===== src/rtl/ckb_pkg.sv =====
// ckb_pkg: shared types, constants and helpers of the ycbcr chroma key blend core
// no dependencies; compiled before every other file of the block
`timescale 1ns / 1ps

package ckb_pkg;

    localparam int QUEUE_DEPTH = 4;
    localparam int CFG_IDX_W   = 3;
    localparam int CFG_DATA_W  = 21;
    localparam int Q12_SHIFT   = 12;
    localparam int ALPHA_SHIFT = 20;

    localparam logic [7:0]  CHROMA_MID = 8'd128;
    localparam logic [7:0]  PIX_MAX    = 8'd255;
    localparam logic [12:0] SUP_MAX    = 13'd4096;

    localparam logic [20:0] RST_KEY_OFFSET  = 21'd550000;
    localparam logic [13:0] RST_KEY_COS     = 14'd0;
    localparam logic [13:0] RST_KEY_SIN     = 14'd0;
    localparam logic [15:0] RST_WEDGE_SLOPE = 16'd4096;
    localparam logic [15:0] RST_ALPHA_GAIN  = 16'd2176;
    localparam logic [12:0] RST_SPILL_GAIN  = 13'd0;
    localparam logic [17:0] RST_KEY_CHROMA  = 18'd0;
    localparam logic        RST_MASK_MODE   = 1'b0;

    typedef enum logic [2:0] {
        CFG_KEY_OFFSET  = 3'd0,
        CFG_KEY_COS     = 3'd1,
        CFG_KEY_SIN     = 3'd2,
        CFG_WEDGE_SLOPE = 3'd3,
        CFG_ALPHA_GAIN  = 3'd4,
        CFG_SPILL_GAIN  = 3'd5,
        CFG_KEY_CHROMA  = 3'd6,
        CFG_MASK_MODE   = 3'd7
    } t_cfg_idx;

    typedef struct packed {
        logic signed [20:0] key_offset;
        logic signed [13:0] key_cos;
        logic signed [13:0] key_sin;
        logic [15:0]        wedge_slope;
        logic [15:0]        alpha_gain;
        logic [12:0]        spill_gain;
        logic [17:0]        key_chroma;
        logic               mask_mode;
    } t_cfg;

    typedef struct packed {
        logic [7:0] fg_luma;
        logic [7:0] fg_cb;
        logic [7:0] fg_cr;
        logic [7:0] bg_luma;
        logic [7:0] bg_cb;
        logic [7:0] bg_cr;
    } t_pix;

    typedef enum logic [1:0] {
        KIND_MASK  = 2'd0,
        KIND_BG    = 2'd1,
        KIND_BLEND = 2'd2
    } t_kind;

    typedef struct packed {
        t_kind      kind;
        logic [7:0] alpha;
        t_pix       pix;
    } t_qent;

    // divide-by-255 approximation of a*alpha + b*(255-alpha)
    function automatic logic [7:0] ckb_blend(input logic [7:0] a, input logic [7:0] b,
                                            input logic [7:0] alpha);
        logic [16:0] pa;
        logic [16:0] pb;
        logic [16:0] x;
        logic [16:0] r;
        pa = 17'(a) * 17'(alpha);
        pb = 17'(b) * 17'(PIX_MAX - alpha);
        x  = pa + pb;
        r  = x + 17'd1 + (x >> 8);
        return r[15:8];
    endfunction

endpackage


===== src/rtl/ckb_fifo.sv =====
// ckb_fifo: short queue of classified items between the front pipeline and the blend stage
// depends on ckb_pkg
`timescale 1ns / 1ps

module ckb_fifo
    import ckb_pkg::*;
#(
    parameter int DEPTH = QUEUE_DEPTH
) (
    input  logic  i_clk,
    input  logic  i_rst_n,
    input  logic  i_push,
    input  t_qent i_wr_data,
    input  logic  i_pop,
    output t_qent o_rd_data,
    output logic  o_full,
    output logic  o_empty
);

    localparam int PTR_W = (DEPTH > 1) ? $clog2(DEPTH) : 1;
    localparam int CNT_W = $clog2(DEPTH + 1);
    localparam logic [PTR_W-1:0] PTR_LAST = PTR_W'(DEPTH - 1);
    localparam logic [CNT_W-1:0] CNT_FULL = CNT_W'(DEPTH);

    t_qent            r_mem [DEPTH];
    logic [PTR_W-1:0] r_wr_ptr, r_rd_ptr, n_wr_ptr, n_rd_ptr;
    logic [CNT_W-1:0] r_count, n_count;

    assign o_full    = (r_count == CNT_FULL);
    assign o_empty   = (r_count == '0);
    assign o_rd_data = r_mem[r_rd_ptr];

    always_comb begin
        n_wr_ptr = r_wr_ptr;
        n_rd_ptr = r_rd_ptr;
        n_count  = r_count;
        if (i_push) begin
            n_wr_ptr = (r_wr_ptr == PTR_LAST) ? '0 : r_wr_ptr + PTR_W'(1);
        end
        if (i_pop) begin
            n_rd_ptr = (r_rd_ptr == PTR_LAST) ? '0 : r_rd_ptr + PTR_W'(1);
        end
        unique case ({i_push, i_pop})
            2'b10:   n_count = r_count + CNT_W'(1);
            2'b01:   n_count = r_count - CNT_W'(1);
            default: n_count = r_count;
        endcase
    end

    always_ff @(posedge i_clk) begin
        if (!i_rst_n) begin
            r_wr_ptr <= '0;
            r_rd_ptr <= '0;
            r_count  <= '0;
        end else begin
            r_wr_ptr <= n_wr_ptr;
            r_rd_ptr <= n_rd_ptr;
            r_count  <= n_count;
        end
    end

    always_ff @(posedge i_clk) begin
        if (i_push) begin
            r_mem[r_wr_ptr] <= i_wr_data;
        end
    end

endmodule


===== config.mk =====
export PLATFORM = sky130hd
export DESIGN_NAME = ckb_fifo
export DESIGN_NICKNAME = d
export VERILOG_FILES = /design/src/rtl/ckb_pkg.sv /design/src/rtl/ckb_fifo.sv
export SDC_FILE = /design/constraint.sdc
export NUM_CORES = 1
export LEC_CHECK = 0
export BUFFER_PORTS_ARGS = -buffer_cell sky130_fd_sc_hd__buf_2
export CAP_MARGIN = 20
export CORE_AREA = 2 2 152 154
export DETAILED_ROUTE_END_ITERATION = 8
export DIE_AREA = 0 0 154 156
export SLEW_MARGIN = 5
export SYNTH_ARGS = -nofsm -noshare
export SYNTH_HDL_FRONTEND = slang
export SYNTH_SLANG_ARGS = --single-unit

===== constraint.sdc =====
create_clock -name i_clk -period 2.6 [get_ports i_clk]
set_input_delay 0.52 -clock i_clk [delete_from_list [all_inputs] [get_ports i_clk]]
set_output_delay 0.52 -clock i_clk [all_outputs]
set_load 0.02 [all_outputs]

==> results.ini <==
[hold_path]
hold_path_class=in2reg
min_path_cells=1

[logic_synthesis]
yosys.area.top_type_share=0.787
synth_edf_count=232
post-synth-top-area-cell=edfxtp_1
postSynthAreaPerCell_um2=25.3
netlist_top_cells_area=edfxtp_1, mux4_2, dfxtp_1
ys_warn_count=0
synthCells=350
synth_area_um2=8860
post-synth-top-count-cell=edfxtp_1
synth_flop_cell=edfxtp_1
seq_area_frac_synth=0.807
synth_top_cells_by_count=edfxtp_1, mux4_2, dfxtp_1
ys_ff_latch=241
syn-num-nets=419
yosysUniqueCellTypes=25
async_flop_share=0

[critical_path]
crit_type=reg2out
endpoint_kind=output port
crit_fanout=12
arrival_ns=1.97
worstPathRequired_ns=2.08
path_cells=buf_12 > clkbuf_16 > mux4_2 > buf_2
max_stage_delay_ns=0.52
worst-r2r-cell-count=3
start_kind=register
slowest_stage=mux4_2

[sta]
setup_viol=0
period_share=0.958
relSlewSlack=0.710
worst_pin_slew_ns=0.436
hold_slack_ns=0.223
max_freq_mhz=401
slew_viol_final=0
fin_crit_ns=2.49
rsz0062_at_grt=false
hold_viol_final=0
setup_tns_ns=0
skew_ns=0.00932

[global_route]
grt_pass1_vias=4433
gr-usage-all-layers=0.136
grt_pass1_wl_um=24900
overflow=0
grt_max_degree=34
antenna_found_initial=2

[clocking]
clockBufferDepth=3
clkTransAtPathRegs_ns=0.06
cts_root_buffer=clkbuf_16
cts_tree=yes
clk_latency_ns=0.51
clock-sinks=241
cts_buffers=25
htree_num_levels=1
cts-hold-fix-buffers=0

[power_and_ir_drop]
intPower_mw=6.83
p_switching_mw=1.87
power_frac_comb=0.095
seqPwrFrac=0.515
peakVddDrop_v=0.000550
power_switching_share=0.215
p_leak_nw=3.65
powerDensity_nw_per_um2=807
clockPowerShare=0.390

[run_status]
outcome=finished clean

[run]
drv_cap=0

[drt]
drt_pre_antenna_iters=4
vias_per_cell=5.04
totalWireLength_um=16400
ant_nets=0
drt_iter0_markers=200
vias=4047
drc=0
wl_per_cell_um=20.4

[die]
ios=122
core_area_um2=22400
die_area_um2=24000
start_util=0.396
num_rows=55
die-height_um=156
die_x_um=154

[layout]
nNetsFinal=573
fillers=1816
layout-drive-gt1-share=0.456
syn2layout_area_growth_pct=21.6

[place]
portBuffers=121
gp_congestion=0.665
dpl.hpwl_um=9830

## power by group through the flow
stage                     logic (mW)  clock network, mW  registers, mW
after floorplan                0.523                  0           4.54
after global placement         0.798                  0           4.56
after detailed placement       0.814                  0           4.56
after CTS                      0.819               3.49           4.48
after global routing           0.896               3.64           4.49
final                          0.828               3.39           4.48
## state kept, by name (all words and copies together) (netlist names), named ones only
signal / cells
r_rd_ptr: 2
r_wr_ptr: 2
r_mem: 232
r_count: 3
## critical path: cells and delay by family, from the launching register on
kind,cells,cell delay [ns]
mux,1,0.52
buf+inv,3,0.51
flops,1,0.42
## path summary, 6_finish.rpt
kind	startpoint	endpoint	slack, ns
min reg2reg	r_count[2]	r_count[2]	0.51
max reg2reg	r_wr_ptr[0]	r_mem[3][2]	0.94
max	register	o_rd_data[47]	0.11
min	i_wr_data[56]	r_mem[1][56]	0.22
## metal layers
layer	up-vias	GRT usage	routed length [µm]
li1	1796	-	-
met1	2111	0.172	6820
met2	113	0.233	8250
met3	25	0.0394	1080
met4	2	0.0325	244
met5	-	0	8
## area by class of cell
type	count	area, µm²	area share
clock buffers	31	648	0.0602
repair buffers	140	888	0.0825
inverters	6	22.5	0.00209
clock inverters	9	124	0.0115
multi-input cells	90	1580	0.146
diodes	1	2.50	0.000232
flip-flops and latches	241	7150	0.664
well taps	285	357	0.0331
## timing repair
action                                  in CTS  in global routing
endpoints found under the setup margin       1                 51
resized for setup                            1                  2
buffers inserted                             0                  7
pin swaps                                    0                  0
cloned                                       0                  1
## through the flow
| step | setup slack (ns) | instances | area (µm²) | total power [mW] | util |
|---|---|---|---|---|---|
| 6_report | 0.109 | 803 | 10800 | 8.70 | 0.482 |
| 5_1_grt | 0.00172 | 802 | 10800 | 9.03 | 0.482 |
| 4_1_cts | 0.000817 | 794 | 10700 | 8.80 | 0.477 |
| 3_5_place_dp | 0.510 | 754 | 9890 | 5.38 | 0.442 |
| 3_3_place_gp | 0.561 | 754 | 9890 | 5.35 | 0.442 |
| 2_1_floorplan | 0.257 | 350 | 8860 | 5.06 | - |
## kinds of logic (layout without fill, tap and decap cells)
logic type               Yosys count  after routing  synth area share
AO/OA/AOI/OAI                      5              5           0.00339
XOR/XNOR                           2              2           0.00198
adder cells (fa/ha/maj)            7              7            0.0107
buffers and inverters             19            186            0.0161
flip-flops                       241            241             0.807
multiplexers                      60             60             0.150
other                              0              1                 0
AND/OR/NAND/NOR                   16             16            0.0112
## cell usage in the layout (no fill, tap or decap), types with 2 or more instances in the layout
| master | Yosys | layout |
|---|---|---|
| inv_1 | 6 | 6 |
| o21ai_0 | 2 | 2 |
| clkbuf_1 | 0 | 6 |
| buf_4 | 3 | 10 |
| ha_1 | 6 | 6 |
| buf_16 | 0 | 3 |
| dfxtp_1 | 9 | 7 |
| clkbuf_16 | 0 | 26 |
| nor3b_1 | 2 | 2 |
| dfxtp_4 | 0 | 2 |
| and2_4 | 0 | 4 |
| buf_12 | 3 | 5 |
| and2_1 | 6 | 2 |
| nor2b_1 | 4 | 4 |
| edfxtp_1 | 232 | 232 |
| clkinv_1 | 0 | 2 |
| bufinv_16 | 0 | 3 |
| buf_2 | 3 | 121 |
| clkinv_2 | 0 | 2 |
| mux4_2 | 58 | 58 |
| mux2i_1 | 2 | 2 |
No activity file was read; power rests on OpenSTA's default activity.
