**src/rtl/ckb_pkg.sv**
```systemverilog
// ckb_pkg: shared types, constants and helpers of the ycbcr chroma key blend core
// no dependencies; compiled before every other file of the block
`timescale 1ns / 1ps

package ckb_pkg;

    localparam int QUEUE_DEPTH = 4;
    localparam int CFG_IDX_W   = 3;
    localparam int CFG_DATA_W  = 21;
    localparam int Q12_SHIFT   = 12;
    localparam int ALPHA_SHIFT = 20;

    localparam logic [7:0]  CHROMA_MID = 8'd128;
    localparam logic [7:0]  PIX_MAX    = 8'd255;
    localparam logic [12:0] SUP_MAX    = 13'd4096;

    localparam logic [20:0] RST_KEY_OFFSET  = 21'd550000;
    localparam logic [13:0] RST_KEY_COS     = 14'd0;
    localparam logic [13:0] RST_KEY_SIN     = 14'd0;
    localparam logic [15:0] RST_WEDGE_SLOPE = 16'd4096;
    localparam logic [15:0] RST_ALPHA_GAIN  = 16'd2176;
    localparam logic [12:0] RST_SPILL_GAIN  = 13'd0;
    localparam logic [17:0] RST_KEY_CHROMA  = 18'd0;
    localparam logic        RST_MASK_MODE   = 1'b0;

    typedef enum logic [2:0] {
        CFG_KEY_OFFSET  = 3'd0,
        CFG_KEY_COS     = 3'd1,
        CFG_KEY_SIN     = 3'd2,
        CFG_WEDGE_SLOPE = 3'd3,
        CFG_ALPHA_GAIN  = 3'd4,
        CFG_SPILL_GAIN  = 3'd5,
        CFG_KEY_CHROMA  = 3'd6,
        CFG_MASK_MODE   = 3'd7
    } t_cfg_idx;

    typedef struct packed {
        logic signed [20:0] key_offset;
        logic signed [13:0] key_cos;
        logic signed [13:0] key_sin;
        logic [15:0]        wedge_slope;
        logic [15:0]        alpha_gain;
        logic [12:0]        spill_gain;
        logic [17:0]        key_chroma;
        logic               mask_mode;
    } t_cfg;

    typedef struct packed {
        logic [7:0] fg_luma;
        logic [7:0] fg_cb;
        logic [7:0] fg_cr;
        logic [7:0] bg_luma;
        logic [7:0] bg_cb;
        logic [7:0] bg_cr;
    } t_pix;

    typedef enum logic [1:0] {
        KIND_MASK  = 2'd0,
        KIND_BG    = 2'd1,
        KIND_BLEND = 2'd2
    } t_kind;

    typedef struct packed {
        t_kind      kind;
        logic [7:0] alpha;
        t_pix       pix;
    } t_qent;

    // divide-by-255 approximation of a*alpha + b*(255-alpha)
    function automatic logic [7:0] ckb_blend(input logic [7:0] a, input logic [7:0] b,
                                            input logic [7:0] alpha);
        logic [16:0] pa;
        logic [16:0] pb;
        logic [16:0] x;
        logic [16:0] r;
        pa = 17'(a) * 17'(alpha);
        pb = 17'(b) * 17'(PIX_MAX - alpha);
        x  = pa + pb;
        r  = x + 17'd1 + (x >> 8);
        return r[15:8];
    endfunction

endpackage

```
**src/rtl/ckb_out_if.sv**
```systemverilog
// ckb_out_if: output channel of the chroma key blend core, one result pixel
// valid/ready handshake; no dependencies
`timescale 1ns / 1ps

interface ckb_out_if;
    logic       valid;
    logic       ready;
    logic [7:0] out_luma;
    logic [7:0] out_blue_diff;
    logic [7:0] out_red_diff;

    modport source (
        output valid, out_luma, out_blue_diff, out_red_diff,
        input  ready
    );
    modport sink (
        input  valid, out_luma, out_blue_diff, out_red_diff,
        output ready
    );
endinterface

```
**src/rtl/ckb_back.sv**
```systemverilog
// ckb_back: takes classified items from the queue, blends or selects, holds the output register
// depends on ckb_pkg, ckb_out_if
`timescale 1ns / 1ps

module ckb_back
    import ckb_pkg::*;
(
    input  logic       i_clk,
    input  logic       i_rst_n,
    input  t_qent      i_entry,
    input  logic       i_empty,
    output logic       o_pop,
    ckb_out_if.source  o_pix
);

    logic       r_valid;
    logic [7:0] r_luma, r_cb, r_cr;
    logic [7:0] n_luma, n_cb, n_cr;

    assign o_pop = !i_empty && (!r_valid || o_pix.ready);

    always_comb begin
        unique case (i_entry.kind)
            KIND_MASK: begin
                n_luma = i_entry.alpha;
                n_cb   = CHROMA_MID;
                n_cr   = CHROMA_MID;
            end
            KIND_BLEND: begin
                n_luma = ckb_blend(i_entry.pix.fg_luma, i_entry.pix.bg_luma, i_entry.alpha);
                n_cb   = ckb_blend(i_entry.pix.fg_cb, i_entry.pix.bg_cb, i_entry.alpha);
                n_cr   = ckb_blend(i_entry.pix.fg_cr, i_entry.pix.bg_cr, i_entry.alpha);
            end
            default: begin
                n_luma = i_entry.pix.bg_luma;
                n_cb   = i_entry.pix.bg_cb;
                n_cr   = i_entry.pix.bg_cr;
            end
        endcase
    end

    always_ff @(posedge i_clk) begin
        if (!i_rst_n) begin
            r_valid <= 1'b0;
        end else if (o_pop) begin
            r_valid <= 1'b1;
        end else if (o_pix.ready) begin
            r_valid <= 1'b0;
        end
    end

    always_ff @(posedge i_clk) begin
        if (o_pop) begin
            r_luma <= n_luma;
            r_cb   <= n_cb;
            r_cr   <= n_cr;
        end
    end

    assign o_pix.valid         = r_valid;
    assign o_pix.out_luma      = r_luma;
    assign o_pix.out_blue_diff = r_cb;
    assign o_pix.out_red_diff  = r_cr;

endmodule

```
**src/flat_wrapper.sv**
```systemverilog
// flat-port wrapper written by rule: the top's interface ports become plain ports
module ckb_back_flat import ckb_pkg::*;
  (i_clk, i_rst_n, i_entry, i_empty, o_pop, o_pix_valid, o_pix_out_luma, o_pix_out_blue_diff, o_pix_out_red_diff, o_pix_ready);
  ckb_out_if o_pix_i ();
  input  logic i_clk;
  input  logic i_rst_n;
  input  t_qent i_entry;
  input  logic i_empty;
  output logic o_pop;
  output wire logic [$bits(o_pix_i.valid)-1:0] o_pix_valid;
  output wire logic [$bits(o_pix_i.out_luma)-1:0] o_pix_out_luma;
  output wire logic [$bits(o_pix_i.out_blue_diff)-1:0] o_pix_out_blue_diff;
  output wire logic [$bits(o_pix_i.out_red_diff)-1:0] o_pix_out_red_diff;
  input wire logic [$bits(o_pix_i.ready)-1:0] o_pix_ready;
  assign o_pix_valid = o_pix_i.valid;
  assign o_pix_out_luma = o_pix_i.out_luma;
  assign o_pix_out_blue_diff = o_pix_i.out_blue_diff;
  assign o_pix_out_red_diff = o_pix_i.out_red_diff;
  assign o_pix_i.ready = o_pix_ready;
  ckb_back u_core (.i_clk(i_clk), .i_rst_n(i_rst_n), .i_entry(i_entry), .i_empty(i_empty), .o_pop(o_pop), .o_pix(o_pix_i));
endmodule
```
**config.mk**
```make
export PLATFORM = sky130hd
export DESIGN_NAME = ckb_back_flat
export DESIGN_NICKNAME = d
export VERILOG_FILES = /design/src/rtl/ckb_pkg.sv /design/src/rtl/ckb_out_if.sv /design/src/rtl/ckb_back.sv /design/src/flat_wrapper.sv
export SDC_FILE = /design/constraint.sdc
export NUM_CORES = 1
export LEC_CHECK = 0
export BUFFER_PORTS_ARGS = -buffer_cell sky130_fd_sc_hd__buf_2
export CAP_MARGIN = 10
export CORE_MARGIN = 4
export CORE_UTILIZATION = 60
export CTS_CLUSTER_SIZE = 10
export DETAILED_ROUTE_END_ITERATION = 16
export HOLD_SLACK_MARGIN = 0.03
export PLACE_DENSITY = 0.87
export SYNTH_ARGS = -nofsm -noshare
export SYNTH_HDL_FRONTEND = slang
export SYNTH_SLANG_ARGS = --single-unit
```
**constraint.sdc**
```tcl
create_clock -name i_clk -period 17.19 [get_ports i_clk]
set_clock_uncertainty 0.15 [all_clocks]
set_input_delay 4.2975 -clock i_clk [delete_from_list [all_inputs] [get_ports i_clk]]
set_output_delay 4.2975 -clock i_clk [all_outputs]
set_load 0.01 [all_outputs]
```
==> metrics.cfg <==
[run_status]
outcome = finished clean

[sta]
setup_viol = 0
worstMarginPinSlew_ns = 1.06
relSlewSlack = 0.297
min_period_over_period = 0.730
timing_hold_violations_final = 0
fmax_mhz = 79.7
setup-tns-final_ns = 0
period_needed_ns = 12.54
grt_setup_unrepaired = false
final_max_slew_viol_count = 0

[setup_path]
max_stage_delay_ns = 0.55
crit_type = in2reg
crit_fanout = 40
r2r_end = u_core.o_pix.out_red_diff[0]$_DFFE_PP_
critPathLaunch = i_entry[49]
endpoint = u_core.o_pix.out_red_diff[1]$_DFFE_PP_
reg2reg_from = u_core.o_pix.valid$_SDFFE_PN0P_
critPathCaptureType = flip-flop
critical_path_arrival_ns = 12.43
critPathSlowestCell = clkinv_1
reg2reg_depth = 3
r2r_slack_ns = 15.84
start_kind = input pin
crit_required_ns = 17.08
crit_top_cell = fa_1

[final_layout]
layout-drive-gt1-share = 0.0660
areaGrowthSynthToFinish_pct = 4.92
nets = 2489
final_area_sq_um = 17000
layout_common_cells = inv_1 (466), fa_1 (291), ha_1 (212), nor2b_1 (135), nand2_1 (128)
layout_commonest_cell = inv_1
final-instance-count-excl-fill = 2258
n_antenna_cell = 0
nFillCells = 2054

[logic_synthesis]
netlist_instances = 1873
yosysTopAreaCell = fa_1
synth-async-reset-ratio = 0
avgSynthCellArea_sq_um = 8.67
yosys-top-cells-area = fa_1 (36%), ha_1 (16%), inv_1 (11%)
synthDominantCellAreaShare = 0.359
yosys_warnings = 0
synthFlopType = edfxtp_1
syn_area_sq_um = 16200
synth_edf_count = 24
ys_seq_elements = 25
synth.distinct_cells = 78
synth_sequential_area_ratio = 0.0456

[clocking]
clk_latency_ns = 0.27
numCtsBuffers = 3
cts_sinks = 25
cts_tree = done
hold_buffers = 0
post_cts_resize_count = 0
clockBufferDepth = 2
clkSlewWorstSetupHoldPaths_ns = 0.08
h-tree-depth = 1
cts-root-buf = clkbuf_16
post-cts-setup-buffers = 0

[drt]
wire_per_inst_um = 17.7
num_vias = 13100
drt.antenna.violating_nets = 0
wirelength_mm = 40.0
drt_first_pass_iters = 7
via_per_inst = 5.81
drc_errors = 0
drt_iter0_drc = 914

[placement]
dp_hpwl_mm = 31.3
place_area_sq_um = 17000
globalplace.congestion = 0.916
portBuffers = 87
placed_cells = 2254

[floorplan]
die_h_um = 173
start_util = 0.616
row_count = 59
io_pins = 88
dieArea_sq_um = 29800
core_area_sq_um = 26400
die_x_um = 173

[grt]
grt_max_degree = 50
grt_first_pass_wirelength_mm = 67.9
grt_usage = 0.274
antenna_found_initial = 0
grt_overflow = 0
grt_pass1_vias = 14300

[min_path]
hold_path.class = reg2reg

[flow_run]
maxCapViolations = 0

==> synthesized netlist by cell type (4+ instances only) <==
cell type / instances
inv_1: 466
fa_1: 291
ha_1: 212
nor2b_1: 136
nand2_1: 128
and2_1: 121
nand2b_1: 58
clkbuf_1: 45
a21oi_1: 44
nor2_1: 40
nor3_1: 30
o21ai_0: 27
xnor2_1: 27
edfxtp_1: 24
nand3_1: 20
o211ai_1: 14
xor2_1: 12
a21o_1: 11
mux2i_1: 10
a211oi_1: 8
and3_1: 8
nor4_1: 8
a221oi_1: 7
a31oi_1: 7
or3_1: 7
nand4_1: 6
o21a_1: 6
o21bai_1: 6
a211o_1: 5
a31o_2: 5
o221ai_1: 4
==> how the worst min path moves through the flow <==
| stage | endpoint | startpoint | slack [ns] | depth (start not counted) |
|---|---|---|---|---|
| global route | u_core.o_pix.valid$_SDFFE_PN0P_ | u_core.o_pix.valid$_SDFFE_PN0P_ | 0.41 | 2 |
| detailed placement | u_core.o_pix.valid$_SDFFE_PN0P_ | u_core.o_pix.valid$_SDFFE_PN0P_ | 0.38 | 2 |
| CTS | u_core.o_pix.valid$_SDFFE_PN0P_ | u_core.o_pix.valid$_SDFFE_PN0P_ | 0.39 | 2 |
| global placement | u_core.o_pix.valid$_SDFFE_PN0P_ | u_core.o_pix.valid$_SDFFE_PN0P_ | 0.33 | 2 |
| finish | u_core.o_pix.valid$_SDFFE_PN0P_ | u_core.o_pix.valid$_SDFFE_PN0P_ | 0.39 | 2 |
| floorplan | u_core.o_pix.valid$_SDFFE_PN0P_ | u_core.o_pix.valid$_SDFFE_PN0P_ | 0.37 | 2 |
==> sequential cells by signal, indices dropped and copies added (netlist names) <==
name,count
u_core.o_pix.out_red_diff,8
u_core.o_pix.out_luma,8
u_core.o_pix.valid,1
u_core.o_pix.out_blue_diff,8
==> cells by family (layout without fill, tap and decap cells) <==
logic type,count (synthesis),after routing,synth area share
DFF,25,25,0.0456
adders and majority gates,503,503,0.522
muxes,13,13,0.00824
other,1,3,0.000231
buffers and inverters,519,567,0.121
AOI/OAI and AO/OA,190,190,0.0834
xor gates and xnor gates,40,40,0.0224
and+or+nand+nor,582,582,0.197
==> final cells by class <==
class	count	area [sq um]	area share
timing repair buffer	96	503	0.0295
tap	335	419	0.0246
clock inverter	1	7.51	0.000441
clock buffer	3	75.1	0.00441
sequential	25	741	0.0435
inverter	467	1750	0.103
multi-input combinational	1331	13500	0.795
==> critical path: cells and delay by family <==
kind            cells  cell delay [ns]
buf+inv             6             1.21
compound gates      9             1.92
simple gates        7             1.45
fa+ha+maj           8             3.54
==> per-layer routing <==
layer,track usage,part of all wire,vias to the layer above,wire [um]
met5,0,0,-,0
met2,0.488,0.50,540,19800
met1,0.339,0.38,6521,15400
met3,0.0228,0.068,141,2720
li1,-,-,5911,-
met4,0.132,0.052,0,2080
==> through the flow <==
step,hold WS [ns],utilization,setup slack [ns]
2_1_floorplan,0.365,-,5.36
3_3_place_gp,0.328,0.643,4.77
3_5_place_dp,0.383,0.643,4.45
4_1_cts,0.393,0.647,4.75
5_1_grt,0.408,0.647,4.07
6_report,0.394,0.647,4.65
Power is left out: the tool's default activity adds up to more than one toggle a clock period on the data nets, which glitch-free logic cannot reach.
