[config.mk]
export PLATFORM = sky130hd
export DESIGN_NAME = ckb_front_flat
export DESIGN_NICKNAME = d
export VERILOG_FILES = /design/src/rtl/ckb_pkg.sv /design/src/rtl/ckb_in_if.sv /design/src/rtl/ckb_front.sv /design/src/flat_wrapper.sv
export SDC_FILE = /design/constraint.sdc
export NUM_CORES = 2
export LEC_CHECK = 0
export ABC_AREA = 1
export BUFFER_PORTS_ARGS = -buffer_cell sky130_fd_sc_hd__buf_2
export CORE_MARGIN = 8
export CORE_UTILIZATION = 65
export DETAILED_ROUTE_END_ITERATION = 8
export PLACE_DENSITY = 0.83
export SYNTH_ARGS = -nofsm -noshare
export SYNTH_HDL_FRONTEND = slang
export SYNTH_SLANG_ARGS = --single-unit
[constraint.sdc]
create_clock -name i_clk -period 15.3 [get_ports i_clk]
set_input_delay 3.06 -clock i_clk [delete_from_list [all_inputs] [get_ports i_clk]]
set_output_delay 3.06 -clock i_clk [all_outputs]
set_load 0.03 [all_outputs]
[src/rtl/ckb_pkg.sv]
// ckb_pkg: shared types, constants and helpers of the ycbcr chroma key blend core
// no dependencies; compiled before every other file of the block
`timescale 1ns / 1ps

package ckb_pkg;

    localparam int QUEUE_DEPTH = 4;
    localparam int CFG_IDX_W   = 3;
    localparam int CFG_DATA_W  = 21;
    localparam int Q12_SHIFT   = 12;
    localparam int ALPHA_SHIFT = 20;

    localparam logic [7:0]  CHROMA_MID = 8'd128;
    localparam logic [7:0]  PIX_MAX    = 8'd255;
    localparam logic [12:0] SUP_MAX    = 13'd4096;

    localparam logic [20:0] RST_KEY_OFFSET  = 21'd550000;
    localparam logic [13:0] RST_KEY_COS     = 14'd0;
    localparam logic [13:0] RST_KEY_SIN     = 14'd0;
    localparam logic [15:0] RST_WEDGE_SLOPE = 16'd4096;
    localparam logic [15:0] RST_ALPHA_GAIN  = 16'd2176;
    localparam logic [12:0] RST_SPILL_GAIN  = 13'd0;
    localparam logic [17:0] RST_KEY_CHROMA  = 18'd0;
    localparam logic        RST_MASK_MODE   = 1'b0;

    typedef enum logic [2:0] {
        CFG_KEY_OFFSET  = 3'd0,
        CFG_KEY_COS     = 3'd1,
        CFG_KEY_SIN     = 3'd2,
        CFG_WEDGE_SLOPE = 3'd3,
        CFG_ALPHA_GAIN  = 3'd4,
        CFG_SPILL_GAIN  = 3'd5,
        CFG_KEY_CHROMA  = 3'd6,
        CFG_MASK_MODE   = 3'd7
    } t_cfg_idx;

    typedef struct packed {
        logic signed [20:0] key_offset;
        logic signed [13:0] key_cos;
        logic signed [13:0] key_sin;
        logic [15:0]        wedge_slope;
        logic [15:0]        alpha_gain;
        logic [12:0]        spill_gain;
        logic [17:0]        key_chroma;
        logic               mask_mode;
    } t_cfg;

    typedef struct packed {
        logic [7:0] fg_luma;
        logic [7:0] fg_cb;
        logic [7:0] fg_cr;
        logic [7:0] bg_luma;
        logic [7:0] bg_cb;
        logic [7:0] bg_cr;
    } t_pix;

    typedef enum logic [1:0] {
        KIND_MASK  = 2'd0,
        KIND_BG    = 2'd1,
        KIND_BLEND = 2'd2
    } t_kind;

    typedef struct packed {
        t_kind      kind;
        logic [7:0] alpha;
        t_pix       pix;
    } t_qent;

    // divide-by-255 approximation of a*alpha + b*(255-alpha)
    function automatic logic [7:0] ckb_blend(input logic [7:0] a, input logic [7:0] b,
                                            input logic [7:0] alpha);
        logic [16:0] pa;
        logic [16:0] pb;
        logic [16:0] x;
        logic [16:0] r;
        pa = 17'(a) * 17'(alpha);
        pb = 17'(b) * 17'(PIX_MAX - alpha);
        x  = pa + pb;
        r  = x + 17'd1 + (x >> 8);
        return r[15:8];
    endfunction

endpackage

[src/rtl/ckb_in_if.sv]
// ckb_in_if: input channel of the chroma key blend core, foreground and background pixel
// valid/ready handshake; no dependencies
`timescale 1ns / 1ps

interface ckb_in_if;
    logic       valid;
    logic       ready;
    logic [7:0] fg_luma;
    logic [7:0] fg_blue_diff;
    logic [7:0] fg_red_diff;
    logic [7:0] bg_luma;
    logic [7:0] bg_blue_diff;
    logic [7:0] bg_red_diff;

    modport source (
        output valid, fg_luma, fg_blue_diff, fg_red_diff, bg_luma, bg_blue_diff, bg_red_diff,
        input  ready
    );
    modport sink (
        input  valid, fg_luma, fg_blue_diff, fg_red_diff, bg_luma, bg_blue_diff, bg_red_diff,
        output ready
    );
endinterface

[src/rtl/ckb_front.sv]
// ckb_front: three-stage pipeline that rotates chroma, forms the wedge distance and alpha,
// removes spill and classifies each item for the queue; depends on ckb_pkg, ckb_in_if
`timescale 1ns / 1ps

module ckb_front
    import ckb_pkg::*;
(
    input  logic        i_clk,
    input  logic        i_rst_n,
    input  t_cfg        i_cfg,
    ckb_in_if.sink      i_pix,
    input  logic        i_q_full,
    output logic        o_push,
    output t_qent       o_entry
);

    // stage valids
    logic r_a_valid, r_b_valid, r_c_valid;
    logic rdy_a, rdy_b, rdy_c;
    logic in_acc;

    // stage a: rotation
    logic signed [7:0]  uc, vc;
    logic signed [21:0] p_uc_cos, p_vc_sin, p_vc_cos, p_uc_sin;
    logic signed [23:0] xs, ys;
    logic signed [11:0] yy;
    logic [11:0]        ayy_full;
    t_pix               pix_in;
    logic signed [11:0] r_a_xx;
    logic [9:0]         r_a_ayy;
    t_pix               r_a_pix;

    // stage b: distance and spill amount
    logic [25:0]        p_slope;
    logic signed [27:0] wedge_dist;
    logic               xx_pos;
    logic [22:0]        p_sup;
    logic [12:0]        sup;
    logic signed [27:0] r_b_dist;
    logic [12:0]        r_b_sup;
    t_pix               r_b_pix;

    // stage c: alpha product and spill products
    logic signed [44:0] p_alpha;
    logic signed [8:0]  ut, vt;
    logic signed [22:0] p_cb, p_cr;
    logic signed [24:0] r_c_alpha;
    logic signed [10:0] r_c_cb_sh, r_c_cr_sh;
    t_pix               r_c_pix;

    // classify
    logic               alpha_le0, alpha_big;
    logic [7:0]         alpha8;
    logic signed [11:0] cb_t, cr_t;
    logic [7:0]         cb_new, cr_new;

    assign rdy_c  = !r_c_valid || !i_q_full;
    assign rdy_b  = !r_b_valid || rdy_c;
    assign rdy_a  = !r_a_valid || rdy_b;
    assign i_pix.ready = rdy_a;
    assign in_acc = i_pix.valid && rdy_a;
    assign o_push = r_c_valid && !i_q_full;

    assign pix_in = '{fg_luma: i_pix.fg_luma, fg_cb: i_pix.fg_blue_diff,
                      fg_cr: i_pix.fg_red_diff, bg_luma: i_pix.bg_luma,
                      bg_cb: i_pix.bg_blue_diff, bg_cr: i_pix.bg_red_diff};

    assign uc       = $signed(i_pix.fg_blue_diff ^ CHROMA_MID);
    assign vc       = $signed(i_pix.fg_red_diff ^ CHROMA_MID);
    assign p_uc_cos = uc * i_cfg.key_cos;
    assign p_vc_sin = vc * i_cfg.key_sin;
    assign p_vc_cos = vc * i_cfg.key_cos;
    assign p_uc_sin = uc * i_cfg.key_sin;
    assign xs = {{2{p_uc_cos[21]}}, p_uc_cos} + {{2{p_vc_sin[21]}}, p_vc_sin};
    assign ys = {{2{p_vc_cos[21]}}, p_vc_cos} - {{2{p_uc_sin[21]}}, p_uc_sin};
    assign yy = ys[Q12_SHIFT +: 12];
    assign ayy_full = yy[11] ? (12'd0 - yy) : yy;

    assign p_slope = r_a_ayy * i_cfg.wedge_slope;
    assign wedge_dist = {{7{i_cfg.key_offset[20]}}, i_cfg.key_offset}
                      - {{4{r_a_xx[11]}}, r_a_xx, 12'd0}
                      + {2'd0, p_slope};
    assign xx_pos = !r_a_xx[11] && (r_a_xx != 12'sd0);
    assign p_sup  = r_a_xx[9:0] * i_cfg.spill_gain;
    assign sup    = !xx_pos ? 13'd0 : ((p_sup > 23'(SUP_MAX)) ? SUP_MAX : p_sup[12:0]);

    assign p_alpha = r_b_dist * $signed({1'b0, i_cfg.alpha_gain});
    assign ut      = $signed(i_cfg.key_chroma[17:9]);
    assign vt      = $signed(i_cfg.key_chroma[8:0]);
    assign p_cb    = $signed({1'b0, r_b_sup}) * ut;
    assign p_cr    = $signed({1'b0, r_b_sup}) * vt;

    assign alpha_le0 = r_c_alpha[24] || (r_c_alpha == 25'sd0);
    assign alpha_big = !r_c_alpha[24] && (|r_c_alpha[23:8]);
    assign alpha8    = alpha_le0 ? 8'd0 : (alpha_big ? PIX_MAX : r_c_alpha[7:0]);

    assign cb_t = $signed({4'd0, r_c_pix.fg_cb}) - $signed({r_c_cb_sh[10], r_c_cb_sh});
    assign cr_t = $signed({4'd0, r_c_pix.fg_cr}) - $signed({r_c_cr_sh[10], r_c_cr_sh});
    assign cb_new = cb_t[11] ? 8'd0 : ((|cb_t[10:8]) ? PIX_MAX : cb_t[7:0]);
    assign cr_new = cr_t[11] ? 8'd0 : ((|cr_t[10:8]) ? PIX_MAX : cr_t[7:0]);

    always_comb begin
        o_entry           = '0;
        o_entry.alpha     = alpha8;
        o_entry.pix       = r_c_pix;
        o_entry.pix.fg_cb = cb_new;
        o_entry.pix.fg_cr = cr_new;
        priority if (i_cfg.mask_mode) begin
            o_entry.kind = KIND_MASK;
        end else if (alpha_le0) begin
            o_entry.kind = KIND_BG;
        end else begin
            o_entry.kind = KIND_BLEND;
        end
    end

    always_ff @(posedge i_clk) begin
        if (!i_rst_n) begin
            r_a_valid <= 1'b0;
            r_b_valid <= 1'b0;
            r_c_valid <= 1'b0;
        end else begin
            if (rdy_a) r_a_valid <= i_pix.valid;
            if (rdy_b) r_b_valid <= r_a_valid;
            if (rdy_c) r_c_valid <= r_b_valid;
        end
    end

    always_ff @(posedge i_clk) begin
        if (in_acc) begin
            r_a_xx  <= xs[Q12_SHIFT +: 12];
            r_a_ayy <= ayy_full[9:0];
            r_a_pix <= pix_in;
        end
        if (rdy_b && r_a_valid) begin
            r_b_dist <= wedge_dist;
            r_b_sup  <= sup;
            r_b_pix  <= r_a_pix;
        end
        if (rdy_c && r_b_valid) begin
            r_c_alpha <= p_alpha[ALPHA_SHIFT +: 25];
            r_c_cb_sh <= p_cb[Q12_SHIFT +: 11];
            r_c_cr_sh <= p_cr[Q12_SHIFT +: 11];
            r_c_pix   <= r_b_pix;
        end
    end

endmodule

[src/flat_wrapper.sv]
// flat-port wrapper written by rule: the top's interface ports become plain ports
module ckb_front_flat import ckb_pkg::*;
  (i_clk, i_rst_n, i_cfg, i_q_full, o_push, o_entry, i_pix_valid, i_pix_fg_luma, i_pix_fg_blue_diff, i_pix_fg_red_diff, i_pix_bg_luma, i_pix_bg_blue_diff, i_pix_bg_red_diff, i_pix_ready);
  ckb_in_if i_pix_i ();
  input  logic i_clk;
  input  logic i_rst_n;
  input  t_cfg i_cfg;
  input  logic i_q_full;
  output logic o_push;
  output t_qent o_entry;
  input wire logic [$bits(i_pix_i.valid)-1:0] i_pix_valid;
  input wire logic [$bits(i_pix_i.fg_luma)-1:0] i_pix_fg_luma;
  input wire logic [$bits(i_pix_i.fg_blue_diff)-1:0] i_pix_fg_blue_diff;
  input wire logic [$bits(i_pix_i.fg_red_diff)-1:0] i_pix_fg_red_diff;
  input wire logic [$bits(i_pix_i.bg_luma)-1:0] i_pix_bg_luma;
  input wire logic [$bits(i_pix_i.bg_blue_diff)-1:0] i_pix_bg_blue_diff;
  input wire logic [$bits(i_pix_i.bg_red_diff)-1:0] i_pix_bg_red_diff;
  output wire logic [$bits(i_pix_i.ready)-1:0] i_pix_ready;
  assign i_pix_i.valid = i_pix_valid;
  assign i_pix_i.fg_luma = i_pix_fg_luma;
  assign i_pix_i.fg_blue_diff = i_pix_fg_blue_diff;
  assign i_pix_i.fg_red_diff = i_pix_fg_red_diff;
  assign i_pix_i.bg_luma = i_pix_bg_luma;
  assign i_pix_i.bg_blue_diff = i_pix_bg_blue_diff;
  assign i_pix_i.bg_red_diff = i_pix_bg_red_diff;
  assign i_pix_ready = i_pix_i.ready;
  ckb_front u_core (.i_clk(i_clk), .i_rst_n(i_rst_n), .i_cfg(i_cfg), .i_pix(i_pix_i), .i_q_full(i_q_full), .o_push(o_push), .o_entry(o_entry));
endmodule
==> metrics.log <==
INFO  metric run_status = finished clean
INFO  metric setup_violations = 0
INFO  metric finClkSkew = 0.0311 ns
INFO  metric cts_root_buf = clkbuf_16
INFO  metric fin_nets = 9148
INFO  metric cts.path.max_buffers = 3
INFO  metric synthesis.area_per_instance = 8.40 um^2
INFO  metric htreeDepth = 2
INFO  metric detailedRoute.firstPassIterationCount = 6
INFO  metric track_usage = 29.4%
INFO  metric route.final.wire_length = 148000 um
INFO  metric ys.warnings.count = 0
INFO  metric crit_top_cell = fa_1
INFO  metric synth_area = 61100 um^2
INFO  metric clock_sink_count = 256
INFO  metric design.die.area = 104000 um^2
INFO  metric sequential_element_share_of_the_synthesized_area = 12.5%
INFO  metric final.period_utilization = 58.6%
INFO  metric clock_latency = 0.61 ns
INFO  metric number_of_hold_slack_violations_in_the_final_timing_report = 0
INFO  metric main_combinational_cell_family_by_area_after_synthesis = adder cells
INFO  metric clk_transition_reported_paths = 0.08 ns
INFO  metric setup_tns = 0 ns
INFO  metric largest_net_degree_at_the_start_of_global_routing = 58
INFO  metric die_height = 323 um
INFO  metric final_antenna_net_count = 0
INFO  metric tritoncts = built
INFO  metric synthesized_area_fraction_occupied_by_ao_oa_aoi_and_oai_cells = 3.95%
INFO  metric cp_peak_stage_delay = 0.79 ns
INFO  metric dr.first_iter.drc_count = 3719
INFO  metric share_of_synthesized_cell_area_in_full_adder_half_adder_and_majority_cells = 51.6%
INFO  metric vias_in_the_first_global_route = 50200
INFO  metric timing.critical_path.to_type = register
INFO  metric layout-drive-gt1-share = 4.89%
INFO  metric grt.overflow.total = 0
INFO  metric synth.mux.area_fraction = 0%
INFO  metric synth_cell_types = 54
INFO  metric first_pass_grt_wire_length = 246000 um
INFO  metric path_max_fanout = 29
INFO  metric initial_utilization = 65.5%
INFO  metric die_w = 323 um
INFO  metric std_cell_rows = 112
INFO  metric dr_total_vias = 46000
INFO  metric cp_cell_sequence = buf_2 > nand2_1 > fa_1 > inv_1 > fa_1 > inv_1 > fa_1 > fa_1 > fa_1 > fa_1 > inv_1 > ha_1 > nand2_1 > nor2_1 > nand2_1 > nor4_1 > a21oi_1 > xor2_1
INFO  metric crit_required = 15.68 ns
INFO  metric mostFrequentLayoutCell = inv_1
INFO  metric synth_xor_area_share = 2.33%
INFO  metric post_cts_hold_buffer_count = 0
INFO  metric wire_per_inst = 17.4 um
INFO  metric timing_max_transition_violations_final = 0
INFO  metric worst_hold_path_type = reg2reg
INFO  metric worstSetupStartpointType = primary input
INFO  metric core = 93200 um^2
INFO  metric syn-num-nets = 9200
INFO  metric via_per_inst = 5.41
INFO  metric synthesis_stage_register_bit_count = 256
INFO  metric boundaryPins = 225
INFO  metric period_needed = 8.97 ns
INFO  metric flow.area_growth_from_synthesis = 4.22%
INFO  metric drc_errors = 0
INFO  metric synth_enable_flop_cells = 253
INFO  metric postSynthCellCount = 7271
INFO  metric asyncSetResetFlopFracSynth = 0%
INFO  metric dpl.hpwl = 120000 um
INFO  metric routabilityCongestion = 0.954
INFO  metric post_cts_resize_count = 0
INFO  metric path_class = in2reg
INFO  metric most_frequently_used_flop_master_after_synthesis = edfxtp_1
INFO  metric synthSimpleGateAreaFrac = 14.2%
INFO  metric port_buffers = 224
INFO  metric critPathArrivalTime = 9.35 ns
INFO  metric slew_headroom = 32.0%
INFO  metric cap_violations = 0
INFO  metric critical-path-slowest-cell = nor4_1
INFO  metric max_slew.worst_pin.slew = 1.02 ns
INFO  metric tritoncts.num_buffers = 34
INFO  metric cts_setup_buffers = 0
INFO  metric antenna_found_initial = 22
INFO  metric grt_setup_unrepaired = false
INFO  metric commonest_non_fill_non_tap_cells_in_the_layout = inv_1, nand2_1, fa_1
INFO  metric highest_attainable_clock_frequency = 111 MHz
-- kinds of logic after synthesis --
kind of cell             count (synthesis)
AND/OR/NAND/NOR                       2188
AO/OA/AOI/OAI                          432
XOR/XNOR                               159
adder cells (fa/ha/maj)               1764
buffers and inverters                 2472
flip-flops                             256
-- cell usage after synthesis, drive strengths merged (11+ instances only) --
cell type	number	share of area, %
a21o	18	0.22
xor2	98	1.4
nand2	1744	11
or2	21	0.22
a31oi	15	0.15
xnor2	61	0.90
nand4	30	0.31
nor2	241	1.6
ha	509	10
inv	2154	13
o21a	11	0.14
nand3	90	0.74
clkbuf	260	1.6
o21bai	19	0.23
buf	58	0.60
o21ai	108	0.89
nor4	18	0.18
edfxtp	253	12
fa	1255	41
nor3	27	0.24
a21oi	234	2.0
-- area by class of cell --
| cell class | count | area (um^2) |
|---|---|---|
| Antenna cell | 15 | 37.5 |
| Clock buffer | 37 | 862 |
| Clock inverter | 25 | 265 |
| Fill cell | 7235 | 29500 |
| Inverter | 2154 | 8090 |
| Multi-Input combinational cell | 4543 | 44000 |
| Sequential cell | 256 | 7660 |
| Tap cell | 1254 | 1570 |
| Timing Repair Buffer | 230 | 1170 |
-- metal layers --
| metal | GRT usage (%) | routed length (um) | vias up |
|---|---|---|---|
| met2 | 48.5 | 69600 | 2158 |
| met4 | 11.8 | 5950 | 16 |
| met3 | 5.77 | 15100 | 393 |
| met1 | 38.5 | 57800 | 22700 |
| li1 | - | - | 20800 |
| met5 | 0 | 98 | - |
-- flip-flops by register name, indices dropped and copies added, names as in the netlist --
signal / cells
u_core.o_entry: 32
u_core.r_a_ayy: 10
u_core.r_a_pix: 48
u_core.r_a_valid: 1
u_core.r_a_xx: 11
u_core.r_b_dist: 28
u_core.r_b_pix: 48
u_core.r_b_sup: 13
u_core.r_b_valid: 1
u_core.r_c_alpha: 25
u_core.r_c_cb_sh: 11
u_core.r_c_cr_sh: 11
u_core.r_c_pix: 16
u_core.r_c_valid: 1
-- through the flow --
step | hold slack, ns | util, % | setup slack, ns | cell area, um^2 | cells
after detailed placement | 0.405 | 67.1 | 5.91 | 62500 | 8437
after global routing | 0.421 | 68.3 | 6.07 | 63600 | 8506
final | 0.413 | 68.3 | 6.33 | 63700 | 8514
after global placement | 0.400 | 67.1 | 6.08 | 62500 | 8437
after floorplan | 0.400 | - | 6.51 | 61100 | 7271
after CTS | 0.413 | 68.3 | 6.57 | 63600 | 8499
-- final timing paths --
kind	to	depth (start not counted)	slack [ns]	startpoint
worst max register to register	u_core.r_c_alpha[20]	18	8.86	u_core.r_b_dist[27]
worst min register to register	u_core.r_b_pix[26]	0	0.41	u_core.r_a_pix[26]
worst max-delay path	u_core.r_a_xx[10]	18	6.33	i_pix_fg_blue_diff[2]
worst min-delay path	u_core.r_b_pix[26]	0	0.41	u_core.r_a_pix[26]
-- critical path: cells and delay by family --
kind | cells | cell delay, ns
AOI/OAI and AO/OA | 1 | 0.23
xor gates and xnor gates | 1 | 0.18
adders and majority gates | 7 | 3.67
buffers and inverters | 4 | 0.73
and+or+nand+nor | 5 | 1.43
Power is not shown: default switching activity piles up to over one toggle a cycle in this logic, so the estimate is an artifact.
